[config.mk]
export PLATFORM = sky130hd
export DESIGN_NAME = cyclic_handler_timer_bank_flat
export DESIGN_NICKNAME = d
export VERILOG_FILES = /design/src/design/chtb_pkg.sv /design/src/design/chtb_if.sv /design/src/design/cyclic_handler_timer_bank.sv /design/src/flat_wrapper.sv
export SDC_FILE = /design/constraint.sdc
export NUM_CORES = 2
export LEC_CHECK = 0
export ABC_AREA = 1
export BUFFER_PORTS_ARGS = -buffer_cell sky130_fd_sc_hd__buf_2
export CAP_MARGIN = 15
export CORE_MARGIN = 2
export CORE_UTILIZATION = 50
export DETAILED_ROUTE_END_ITERATION = 16
export PLACE_DENSITY_LB_ADDON = 0.2
export SYNTH_ARGS = -nofsm -noshare
export SYNTH_HDL_FRONTEND = slang
export SYNTH_SLANG_ARGS = --single-unit
[constraint.sdc]
create_clock -name clk -period 22.2 [get_ports clk]
set_clock_uncertainty 0.05 [all_clocks]
set_input_delay 3.33 -clock clk [delete_from_list [all_inputs] [get_ports clk]]
set_output_delay 3.33 -clock clk [all_outputs]
set_load 0.05 [all_outputs]
[src/design/chtb_pkg.sv]
// Shared types and constants for the cyclic handler timer bank.
package chtb_pkg;
  localparam int NUM_SLOTS = 8;
  localparam int SLOT_W = $clog2(NUM_SLOTS);
  localparam int MAX_RES = 8;

  localparam logic [2:0] K_CREATE = 3'd0;
  localparam logic [2:0] K_START  = 3'd1;
  localparam logic [2:0] K_STOP   = 3'd2;
  localparam logic [2:0] K_DELETE = 3'd3;
  localparam logic [2:0] K_REFER  = 3'd4;
  localparam logic [2:0] K_TICK   = 3'd5;

  localparam logic [2:0] ST_OK    = 3'd0;
  localparam logic [2:0] ST_CTX   = 3'd1;
  localparam logic [2:0] ST_PAR   = 3'd2;
  localparam logic [2:0] ST_RSATR = 3'd3;
  localparam logic [2:0] ST_LIMIT = 3'd4;
  localparam logic [2:0] ST_ID    = 3'd5;

  localparam logic [15:0] TICK_STEP_RESET = 16'd10;

  typedef struct packed {
    logic [2:0]  kind;
    logic [3:0]  slot_id;
    logic        from_interrupt;
    logic        has_handler;
    logic [31:0] period;
    logic [31:0] phase;
    logic [2:0]  attributes;
    logic [31:0] handler_tag;
  } req_t;

  typedef struct packed {
    logic [2:0]  status;
    logic [3:0]  new_id;
    logic        running;
    logic [30:0] left_time;
    logic        fired;
    logic [3:0]  fired_id;
    logic [31:0] fired_tag;
    logic        last;
  } rsp_t;
endpackage

[src/design/chtb_if.sv]
// Valid/ready channel interfaces for requests, responses and configuration.
interface chtb_req_if;
  import chtb_pkg::*;
  logic valid;
  logic ready;
  req_t data;
  modport source (output valid, output data, input ready);
  modport sink (input valid, input data, output ready);
endinterface

interface chtb_rsp_if;
  import chtb_pkg::*;
  logic valid;
  logic ready;
  rsp_t data;
  modport source (output valid, output data, input ready);
  modport sink (input valid, input data, output ready);
endinterface

interface chtb_cfg_if;
  logic        valid;
  logic        ready;
  logic [15:0] data;
  modport source (output valid, output data, input ready);
  modport sink (input valid, input data, output ready);
endinterface

[src/design/cyclic_handler_timer_bank.sv]
// Cyclic handler timer bank: top level with slot store and tick sequencer.
// A non-tick request is checked in S_EXEC, which loads its result into the output register.
// A tick starts in S_EXEC and finishes in S_DONE. Each slot is scanned in S_SCAN,
// and a firing slot adds 16 modulo steps in S_DIV and a write-back in S_FIRE.
// Throughput: one request at a time; the next one is taken once the last result drains.
// Reset (rst, synchronous): all slots free and stopped, tick_step = 10.
module cyclic_handler_timer_bank (
  input logic clk,
  input logic rst,
  chtb_req_if.sink req,
  chtb_rsp_if.source rsp,
  chtb_cfg_if.sink cfg
);
  import chtb_pkg::*;

  localparam logic [2:0] S_IDLE = 3'd0;
  localparam logic [2:0] S_EXEC = 3'd1;
  localparam logic [2:0] S_SCAN = 3'd2;
  localparam logic [2:0] S_DIV  = 3'd3;
  localparam logic [2:0] S_FIRE = 3'd4;
  localparam logic [2:0] S_DONE = 3'd5;

  logic [2:0] state;
  req_t r;
  logic [15:0] tick_step;
  logic [NUM_SLOTS-1:0] slot_exists, slot_active;
  logic [30:0] slot_period [NUM_SLOTS];
  logic [30:0] slot_phase [NUM_SLOTS];
  logic [31:0] slot_tag [NUM_SLOTS];
  logic [30:0] slot_remaining [NUM_SLOTS];

  logic [SLOT_W-1:0] idx;
  logic [SLOT_W:0] nfire;
  logic pend_valid;
  rsp_t pend;
  logic [15:0] over;
  logic [30:0] modr;
  logic [3:0] bitn;
  logic [30:0] per;

  function automatic rsp_t mk(input logic [2:0] st);
    rsp_t o;
    o = '0;
    o.status = st;
    o.last = 1'b1;
    return o;
  endfunction

  logic [SLOT_W-1:0] free_idx;
  logic free_found;
  always_comb begin
    free_idx = '0;
    free_found = 1'b0;
    for (int i = NUM_SLOTS - 1; i >= 0; i--) begin
      if (!slot_exists[i]) begin
        free_idx = SLOT_W'(i);
        free_found = 1'b1;
      end
    end
  end

  logic [SLOT_W-1:0] sid;
  logic id_ok;
  assign sid = SLOT_W'(r.slot_id - 4'd1);
  assign id_ok = (r.slot_id >= 4'd1) && ({1'b0, r.slot_id} <= 5'(NUM_SLOTS));

  logic create_ok, op_ok;
  assign create_ok = (r.kind == K_CREATE) && !r.from_interrupt && r.has_handler &&
                     (r.period != 32'd0) && !r.period[31] && !r.phase[31] &&
                     !r.attributes[2] && free_found;
  assign op_ok = (r.kind != K_CREATE) && (r.kind < K_TICK) && !r.from_interrupt &&
                 id_ok && slot_exists[sid];

  rsp_t exec_rsp;
  always_comb begin
    exec_rsp = mk(ST_OK);
    if (r.kind == K_CREATE) begin
      if (r.from_interrupt) exec_rsp = mk(ST_CTX);
      else if (!r.has_handler || r.period == 32'd0 || r.period[31] || r.phase[31])
        exec_rsp = mk(ST_PAR);
      else if (r.attributes[2]) exec_rsp = mk(ST_RSATR);
      else if (!free_found) exec_rsp = mk(ST_LIMIT);
      else exec_rsp.new_id = 4'({1'b0, free_idx} + 1'b1);
    end else if (r.kind > K_TICK) exec_rsp = mk(ST_PAR);
    else if (r.from_interrupt) exec_rsp = mk(ST_CTX);
    else if (!id_ok || !slot_exists[sid]) exec_rsp = mk(ST_ID);
    else if (r.kind == K_REFER) begin
      exec_rsp.running = slot_active[sid];
      exec_rsp.left_time = slot_active[sid] ? slot_remaining[sid] : 31'd0;
    end
  end

  logic [31:0] trial;
  assign trial = {modr, over[4'd15 - bitn]} - {1'b0, per};

  logic [30:0] rem;
  assign rem = slot_remaining[idx];
  logic last_slot;
  assign last_slot = (idx == SLOT_W'(NUM_SLOTS - 1));

  logic report;
  assign report = (nfire < (SLOT_W+1)'(MAX_RES));

  rsp_t fire_rsp;
  always_comb begin
    fire_rsp = '0;
    fire_rsp.fired = 1'b1;
    fire_rsp.fired_id = 4'({1'b0, idx} + 1'b1);
    fire_rsp.fired_tag = slot_tag[idx];
  end

  rsp_t done_rsp;
  always_comb begin
    done_rsp = mk(ST_OK);
    if (pend_valid) begin
      done_rsp = pend;
      done_rsp.last = 1'b1;
    end
  end

  logic rsp_free;
  assign rsp_free = !rsp.valid || rsp.ready;

  logic out_load;
  assign out_load = ((state == S_EXEC) && (r.kind != K_TICK)) ||
                    ((state == S_FIRE) && report && pend_valid && rsp_free) ||
                    ((state == S_DONE) && rsp_free);

  assign req.ready = (state == S_IDLE) && !rsp.valid;
  assign cfg.ready = 1'b1;

  always_ff @(posedge clk) begin
    if (rst) begin
      state <= S_IDLE;
      tick_step <= TICK_STEP_RESET;
      slot_exists <= '0;
      slot_active <= '0;
      rsp.valid <= 1'b0;
      pend_valid <= 1'b0;
    end else begin
      if (cfg.valid) tick_step <= cfg.data;
      if (out_load) rsp.valid <= 1'b1;
      else if (rsp.ready) rsp.valid <= 1'b0;
      unique case (state)
        S_IDLE: begin
          if (req.valid && req.ready) begin
            r <= req.data;
            state <= S_EXEC;
          end
        end
        S_EXEC: begin
          if (r.kind == K_TICK) begin
            idx <= '0;
            nfire <= '0;
            pend_valid <= 1'b0;
            state <= S_SCAN;
          end else begin
            rsp.data <= exec_rsp;
            state <= S_IDLE;
            if (create_ok) begin
              slot_period[free_idx] <= r.period[30:0];
              slot_phase[free_idx] <= r.phase[30:0];
              slot_tag[free_idx] <= r.handler_tag;
              slot_remaining[free_idx] <= r.phase[30:0];
              slot_active[free_idx] <= r.attributes[1];
              slot_exists[free_idx] <= 1'b1;
            end else if (op_ok) begin
              unique case (r.kind)
                K_START: begin
                  slot_remaining[sid] <= slot_phase[sid];
                  slot_active[sid] <= 1'b1;
                end
                K_STOP: slot_active[sid] <= 1'b0;
                K_DELETE: begin
                  slot_active[sid] <= 1'b0;
                  slot_exists[sid] <= 1'b0;
                end
                default: ;
              endcase
            end
          end
        end
        S_SCAN: begin
          if (!slot_exists[idx] || !slot_active[idx]) begin
            if (last_slot) state <= S_DONE;
            else idx <= idx + 1'b1;
          end else if ({1'b0, rem} > {16'd0, tick_step}) begin
            slot_remaining[idx] <= rem - {15'd0, tick_step};
            if (last_slot) state <= S_DONE;
            else idx <= idx + 1'b1;
          end else begin
            over <= tick_step - rem[15:0];
            per <= slot_period[idx];
            modr <= '0;
            bitn <= '0;
            state <= S_DIV;
          end
        end
        S_DIV: begin
          modr <= trial[31] ? {modr[29:0], over[4'd15 - bitn]} : trial[30:0];
          bitn <= bitn + 4'd1;
          if (bitn == 4'd15) state <= S_FIRE;
        end
        S_FIRE: begin
          if (!report || !pend_valid || rsp_free) begin
            slot_remaining[idx] <= per - modr;
            if (report) begin
              nfire <= nfire + 1'b1;
              if (pend_valid) rsp.data <= pend;
              pend <= fire_rsp;
              pend_valid <= 1'b1;
            end
            if (last_slot) state <= S_DONE;
            else begin
              idx <= idx + 1'b1;
              state <= S_SCAN;
            end
          end
        end
        default: begin
          if (rsp_free) begin
            rsp.data <= done_rsp;
            pend_valid <= 1'b0;
            state <= S_IDLE;
          end
        end
      endcase
    end
  end
endmodule

[src/flat_wrapper.sv]
// flat-port wrapper written by rule: the top's interface ports become plain ports
module cyclic_handler_timer_bank_flat import chtb_pkg::*;
  (clk, rst, req_valid, req_data, req_ready, rsp_valid, rsp_data, rsp_ready, cfg_valid, cfg_data, cfg_ready);
  chtb_req_if req_i ();
  chtb_rsp_if rsp_i ();
  chtb_cfg_if cfg_i ();
  input logic clk;
  input logic rst;
  input wire logic [$bits(req_i.valid)-1:0] req_valid;
  input wire logic [$bits(req_i.data)-1:0] req_data;
  output wire logic [$bits(req_i.ready)-1:0] req_ready;
  output wire logic [$bits(rsp_i.valid)-1:0] rsp_valid;
  output wire logic [$bits(rsp_i.data)-1:0] rsp_data;
  input wire logic [$bits(rsp_i.ready)-1:0] rsp_ready;
  input wire logic [$bits(cfg_i.valid)-1:0] cfg_valid;
  input wire logic [$bits(cfg_i.data)-1:0] cfg_data;
  output wire logic [$bits(cfg_i.ready)-1:0] cfg_ready;
  assign req_i.valid = req_valid;
  assign req_i.data = req_data;
  assign req_ready = req_i.ready;
  assign rsp_valid = rsp_i.valid;
  assign rsp_data = rsp_i.data;
  assign rsp_i.ready = rsp_ready;
  assign cfg_i.valid = cfg_valid;
  assign cfg_i.data = cfg_data;
  assign cfg_ready = cfg_i.ready;
  cyclic_handler_timer_bank u_core (.clk(clk), .rst(rst), .req(req_i), .rsp(rsp_i), .cfg(cfg_i));
endmodule
==> metrics.log <==
INFO  metric period_minus_slack = 7.66 ns
INFO  metric worst_case_headroom_to_the_max_slew_limit = 17.3%
INFO  metric worst_slack = 14.54 ns
INFO  metric cts_root_buf = sky130_fd_sc_hd__clkbuf_16
INFO  metric synth_fp_nets = 5667
INFO  metric critPathKind = reg -> reg
INFO  metric cts_sinks = 1349
INFO  metric slew_violations = 0
INFO  metric drcViolationCount = 0
INFO  metric io_buffer_count = 206
INFO  metric critical_path.startpoint_type = flip-flop
INFO  metric timing.critical_path.required = ~23 ns
INFO  metric clock_transition_time_at_the_flip_flop_clock_pins_of_the_worst_setup_and_hold_paths = around 0.060 ns
INFO  metric cts_tree = yes
INFO  metric ys_top_cells_by_count = 1309 x sky130_fd_sc_hd__edfxtp_1, 844 x sky130_fd_sc_hd__nand2_1, 788 x sky130_fd_sc_hd__nor2_1
INFO  metric number_of_distinct_library_cell_variants_in_the_gate_level_netlist_after_synthesis = 55
INFO  metric initial_utilization = approximately 50%
INFO  metric cts.repair.resized = 0
INFO  metric antenna_found_initial = 4
INFO  metric synth.top_cells.by_area = sky130_fd_sc_hd__edfxtp_1 66%, sky130_fd_sc_hd__nand2_1 5.3%, sky130_fd_sc_hd__nor2_1 5.0%
INFO  metric grt_setup_unrepaired = false
INFO  metric route.detailed.vias_per_inst = between 5 and 6
INFO  metric synth_edf_count = approximately 1300
INFO  metric setup.worst_path.end_class = flip-flop
INFO  metric run_status = completed
INFO  metric placed_area = roughly 62000 sq um
INFO  metric synthesis.yosys.warnings = 0
INFO  metric boundaryPins = roughly 210
INFO  metric design.die.area = approximately 120000 sq um
INFO  metric final_cell_area = ~67000 sq um
INFO  metric drt_iter0_drc = between 4000 and 5000
INFO  metric antenna_left = 0
INFO  metric finalCoreUtilization = 56.7%
INFO  metric synth.ff_latch_count = approximately 1300
INFO  metric synth_most_common_cell = sky130_fd_sc_hd__edfxtp_1
INFO  metric gr-usage-all-layers = a little over a quarter
INFO  metric instances_no_fill = between 7000 and 8000
INFO  metric fmax = 131 MHz
INFO  metric drt_pre_antenna_iters = 6
INFO  metric place_worst_setup_slack = 14.67 ns
INFO  metric synth_ff_type = sky130_fd_sc_hd__edfxtp_1
INFO  metric via_count_of_the_first_global_routing_pass = 39412
INFO  metric dp.cells = about 7000
INFO  metric min_period_over_period = about a third
INFO  metric tightestPinTransition = approximately 1.2 ns
INFO  metric core_area = between 100000 and 150000 sq um
INFO  metric place_hpwl = just under 100000 um
INFO  metric crit_arrival = roughly 8 ns
INFO  metric maxCapViolCount = 0
INFO  metric layout_cell_share_with_drive_strength_beyond_1 = a little under a tenth
INFO  metric vdd_ir_drop_max = around 0.074 mV
INFO  metric synthToLayoutAreaGrowth = 12.3%
INFO  metric synth-seq-area-share = between 60% and 70%
INFO  metric cts.htree.levels = 4
INFO  metric gp_congestion = roughly 0.94
INFO  metric nets = 5832
INFO  metric min-delay-start = u_core.tick_step[4]
INFO  metric worst_skew_pair.late_latency = approximately 0.76 ns
INFO  metric syn-mean-instance-area = around 11 sq um
INFO  metric power.static_leakage = between 20 and 25 nW
INFO  metric grt_pass1_wl = between 200000 and 250000 um
INFO  metric die_width = about 350 um
INFO  metric timing.critical_path.fanout_max = slightly below 70
INFO  metric setup-violations-final = 0
INFO  metric type_of_the_tightest_min_delay_check = reg -> reg
INFO  metric cts-buffers-inserted = 140
INFO  metric postSynthCellCount = around 5400
INFO  metric power_density = ~86 nW/um^2
INFO  metric gr-total-overflow = 0
INFO  metric dr_total_vias = about 42000
INFO  metric n_fill_cell = between 9000 and 10000
INFO  metric number_of_hold_repair_buffers_added_at_the_cts_stage = 0
INFO  metric grt_max_degree = 133
INFO  metric std_cell_rows = approximately 130
INFO  metric insertedDiodeCount = 0
INFO  metric finalWirelength = roughly 160000 um
INFO  metric synthDominantAreaCellType = sky130_fd_sc_hd__edfxtp_1
INFO  metric yosys.area.top_type_share = approximately two thirds
INFO  metric syn-cell-area = roughly 60000 sq um
INFO  metric floorplan.die.height = 350 um
INFO  metric post-cts-setup-buffer-count = 0
INFO  metric hold_violations = 0
INFO  metric clock_path_buffers = 3
INFO  metric finalSetupTns = 0 ns
INFO  metric wl_per_cell = between 20 and 25 um
INFO  metric ys_async_sr_fraction = 0%
==> metal layers <==
| layer | vias to the layer above | track usage [%] | wire [um] | part of all wire, % |
|---|---|---|---|---|
| met5 | - | 0 | 11 | 0.0068 |
| met4 | 2 | 11.2 | 6390 | 3.9 |
| met3 | 290 | 3.87 | 12500 | 7.7 |
| met2 | 1739 | 43.0 | 76700 | 47 |
| met1 | 20046 | 35.4 | 66700 | 41 |
| li1 | 19465 | - | - | - |
==> layout by cell type (no fill, tap or decap), types with 16 or more instances in the layout <==
| cell type | instances |
|---|---|
| sky130_fd_sc_hd__dfxtp_1 | 38 |
| sky130_fd_sc_hd__o21ai_0 | 579 |
| sky130_fd_sc_hd__nor2_4 | 19 |
| sky130_fd_sc_hd__xnor2_1 | 16 |
| sky130_fd_sc_hd__xor2_1 | 40 |
| sky130_fd_sc_hd__clkinv_2 | 24 |
| sky130_fd_sc_hd__inv_1 | 510 |
| sky130_fd_sc_hd__clkbuf_1 | 21 |
| sky130_fd_sc_hd__bufinv_16 | 17 |
| sky130_fd_sc_hd__a221oi_1 | 102 |
| sky130_fd_sc_hd__nand3_1 | 184 |
| sky130_fd_sc_hd__a31oi_1 | 90 |
| sky130_fd_sc_hd__nor2_1 | 770 |
| sky130_fd_sc_hd__o22ai_1 | 85 |
| sky130_fd_sc_hd__a22o_1 | 23 |
| sky130_fd_sc_hd__edfxtp_1 | 1309 |
| sky130_fd_sc_hd__buf_2 | 206 |
| sky130_fd_sc_hd__nand2_1 | 844 |
| sky130_fd_sc_hd__nand4_1 | 20 |
| sky130_fd_sc_hd__clkbuf_16 | 144 |
| sky130_fd_sc_hd__nor3_1 | 22 |
| sky130_fd_sc_hd__clkinv_1 | 34 |
| sky130_fd_sc_hd__buf_4 | 69 |
| sky130_fd_sc_hd__ha_1 | 100 |
| sky130_fd_sc_hd__a21oi_1 | 273 |
==> state kept, by name (all words and copies together) (netlist names), named ones only <==
signal and cells:
u_core.slot_tag 256, u_core.slot_period 248, u_core.slot_phase 248, u_core.slot_remaining 248, u_core.r 107, u_core.rsp.data 77
u_core.pend 36, u_core.modr 31, u_core.per 31, u_core.over 16, u_core.tick_step 16, u_core.slot_exists 8
u_core.bitn 4, u_core.nfire 4, u_core.idx 3, u_core.state 3, u_core.pend_valid 1, u_core.rsp.valid 1
==> final timing paths <==
path                                                      to  slack [ns]  depth (start not counted)
worst max-delay path            u_core.slot_remaining[1][25]       14.54                         26
worst min-delay path                     u_core.tick_step[4]        0.43                          2
worst max register to register  u_core.slot_remaining[1][25]       14.54                         26
worst min register to register           u_core.tick_step[4]        0.43                          2
==> final cells by class <==
class	instances	area (sq um)	area share [%]
clock buffer	165	3680	5.49
clock inverter	90	998	1.49
inverter	531	2010	2.99
multi-input combinational	3300	16700	25.0
sequential	1349	40100	59.8
tap	1536	1920	2.87
timing repair buffer	277	1590	2.37
==> logic make-up (layout without fill, tap and decap cells) <==
| family | after synthesis | count (layout) | share of synthesized area, % |
|---|---|---|---|
| flip-flops | 1349 | 1349 | 67.2 |
| multiplexers | 1 | 1 | 0.0189 |
| AND/OR/NAND/NOR | 1895 | 1895 | 12.6 |
| adder cells (fa/ha/maj) | 104 | 104 | 2.23 |
| AO/OA/AOI/OAI | 1243 | 1243 | 12.0 |
| buffers and inverters | 785 | 1063 | 5.08 |
| other | 1 | 1 | 0.00628 |
| XOR/XNOR | 56 | 56 | 0.822 |
==> metrics by stage <==
step,hold slack [ns],total power [mW]
final,0.435,5.76
after CTS,0.435,5.79
after global placement,0.415,3.42
after global routing,0.461,5.94
after floorplan,0.390,3.24
after detailed placement,0.418,3.43
==> power breakdown <==
part	switching, mW	internal (mW)	leakage (nW)
clock	0.987	1.39	2.26
sequential	0.0326	2.83	12.2
combinational	0.379	0.138	10.3
total	1.40	4.36	24.7
==> worst max-delay path, stage by stage, from the launching register on <==
cell and delay, ns:
sky130_fd_sc_hd__dfxtp_4 0.58, sky130_fd_sc_hd__clkinv_2 0.76, sky130_fd_sc_hd__buf_4 0.65, sky130_fd_sc_hd__a21oi_1 0.23
sky130_fd_sc_hd__o21ai_0 0.11, sky130_fd_sc_hd__o21ai_0 0.11, sky130_fd_sc_hd__inv_1 0.06, sky130_fd_sc_hd__o21ai_0 0.76
sky130_fd_sc_hd__ha_1 0.46, sky130_fd_sc_hd__nand2_1 0.15, sky130_fd_sc_hd__inv_1 0.05, sky130_fd_sc_hd__a21oi_1 0.14
sky130_fd_sc_hd__nand2_1 0.14, sky130_fd_sc_hd__nand2_1 0.09, sky130_fd_sc_hd__nand2_1 0.08, sky130_fd_sc_hd__nand2_1 0.09
sky130_fd_sc_hd__nand2_1 0.06, sky130_fd_sc_hd__nor2_1 0.16, sky130_fd_sc_hd__nand2_1 0.10, sky130_fd_sc_hd__nand2_2 0.17
sky130_fd_sc_hd__inv_2 0.08, sky130_fd_sc_hd__nand2_4 0.11, sky130_fd_sc_hd__nand2_4 0.41, sky130_fd_sc_hd__nand2_1 0.22
sky130_fd_sc_hd__nand3_1 0.32, sky130_fd_sc_hd__nor2_4 0.60, sky130_fd_sc_hd__buf_4 0.49
Note: power is estimated with default switching activity, not from simulation.
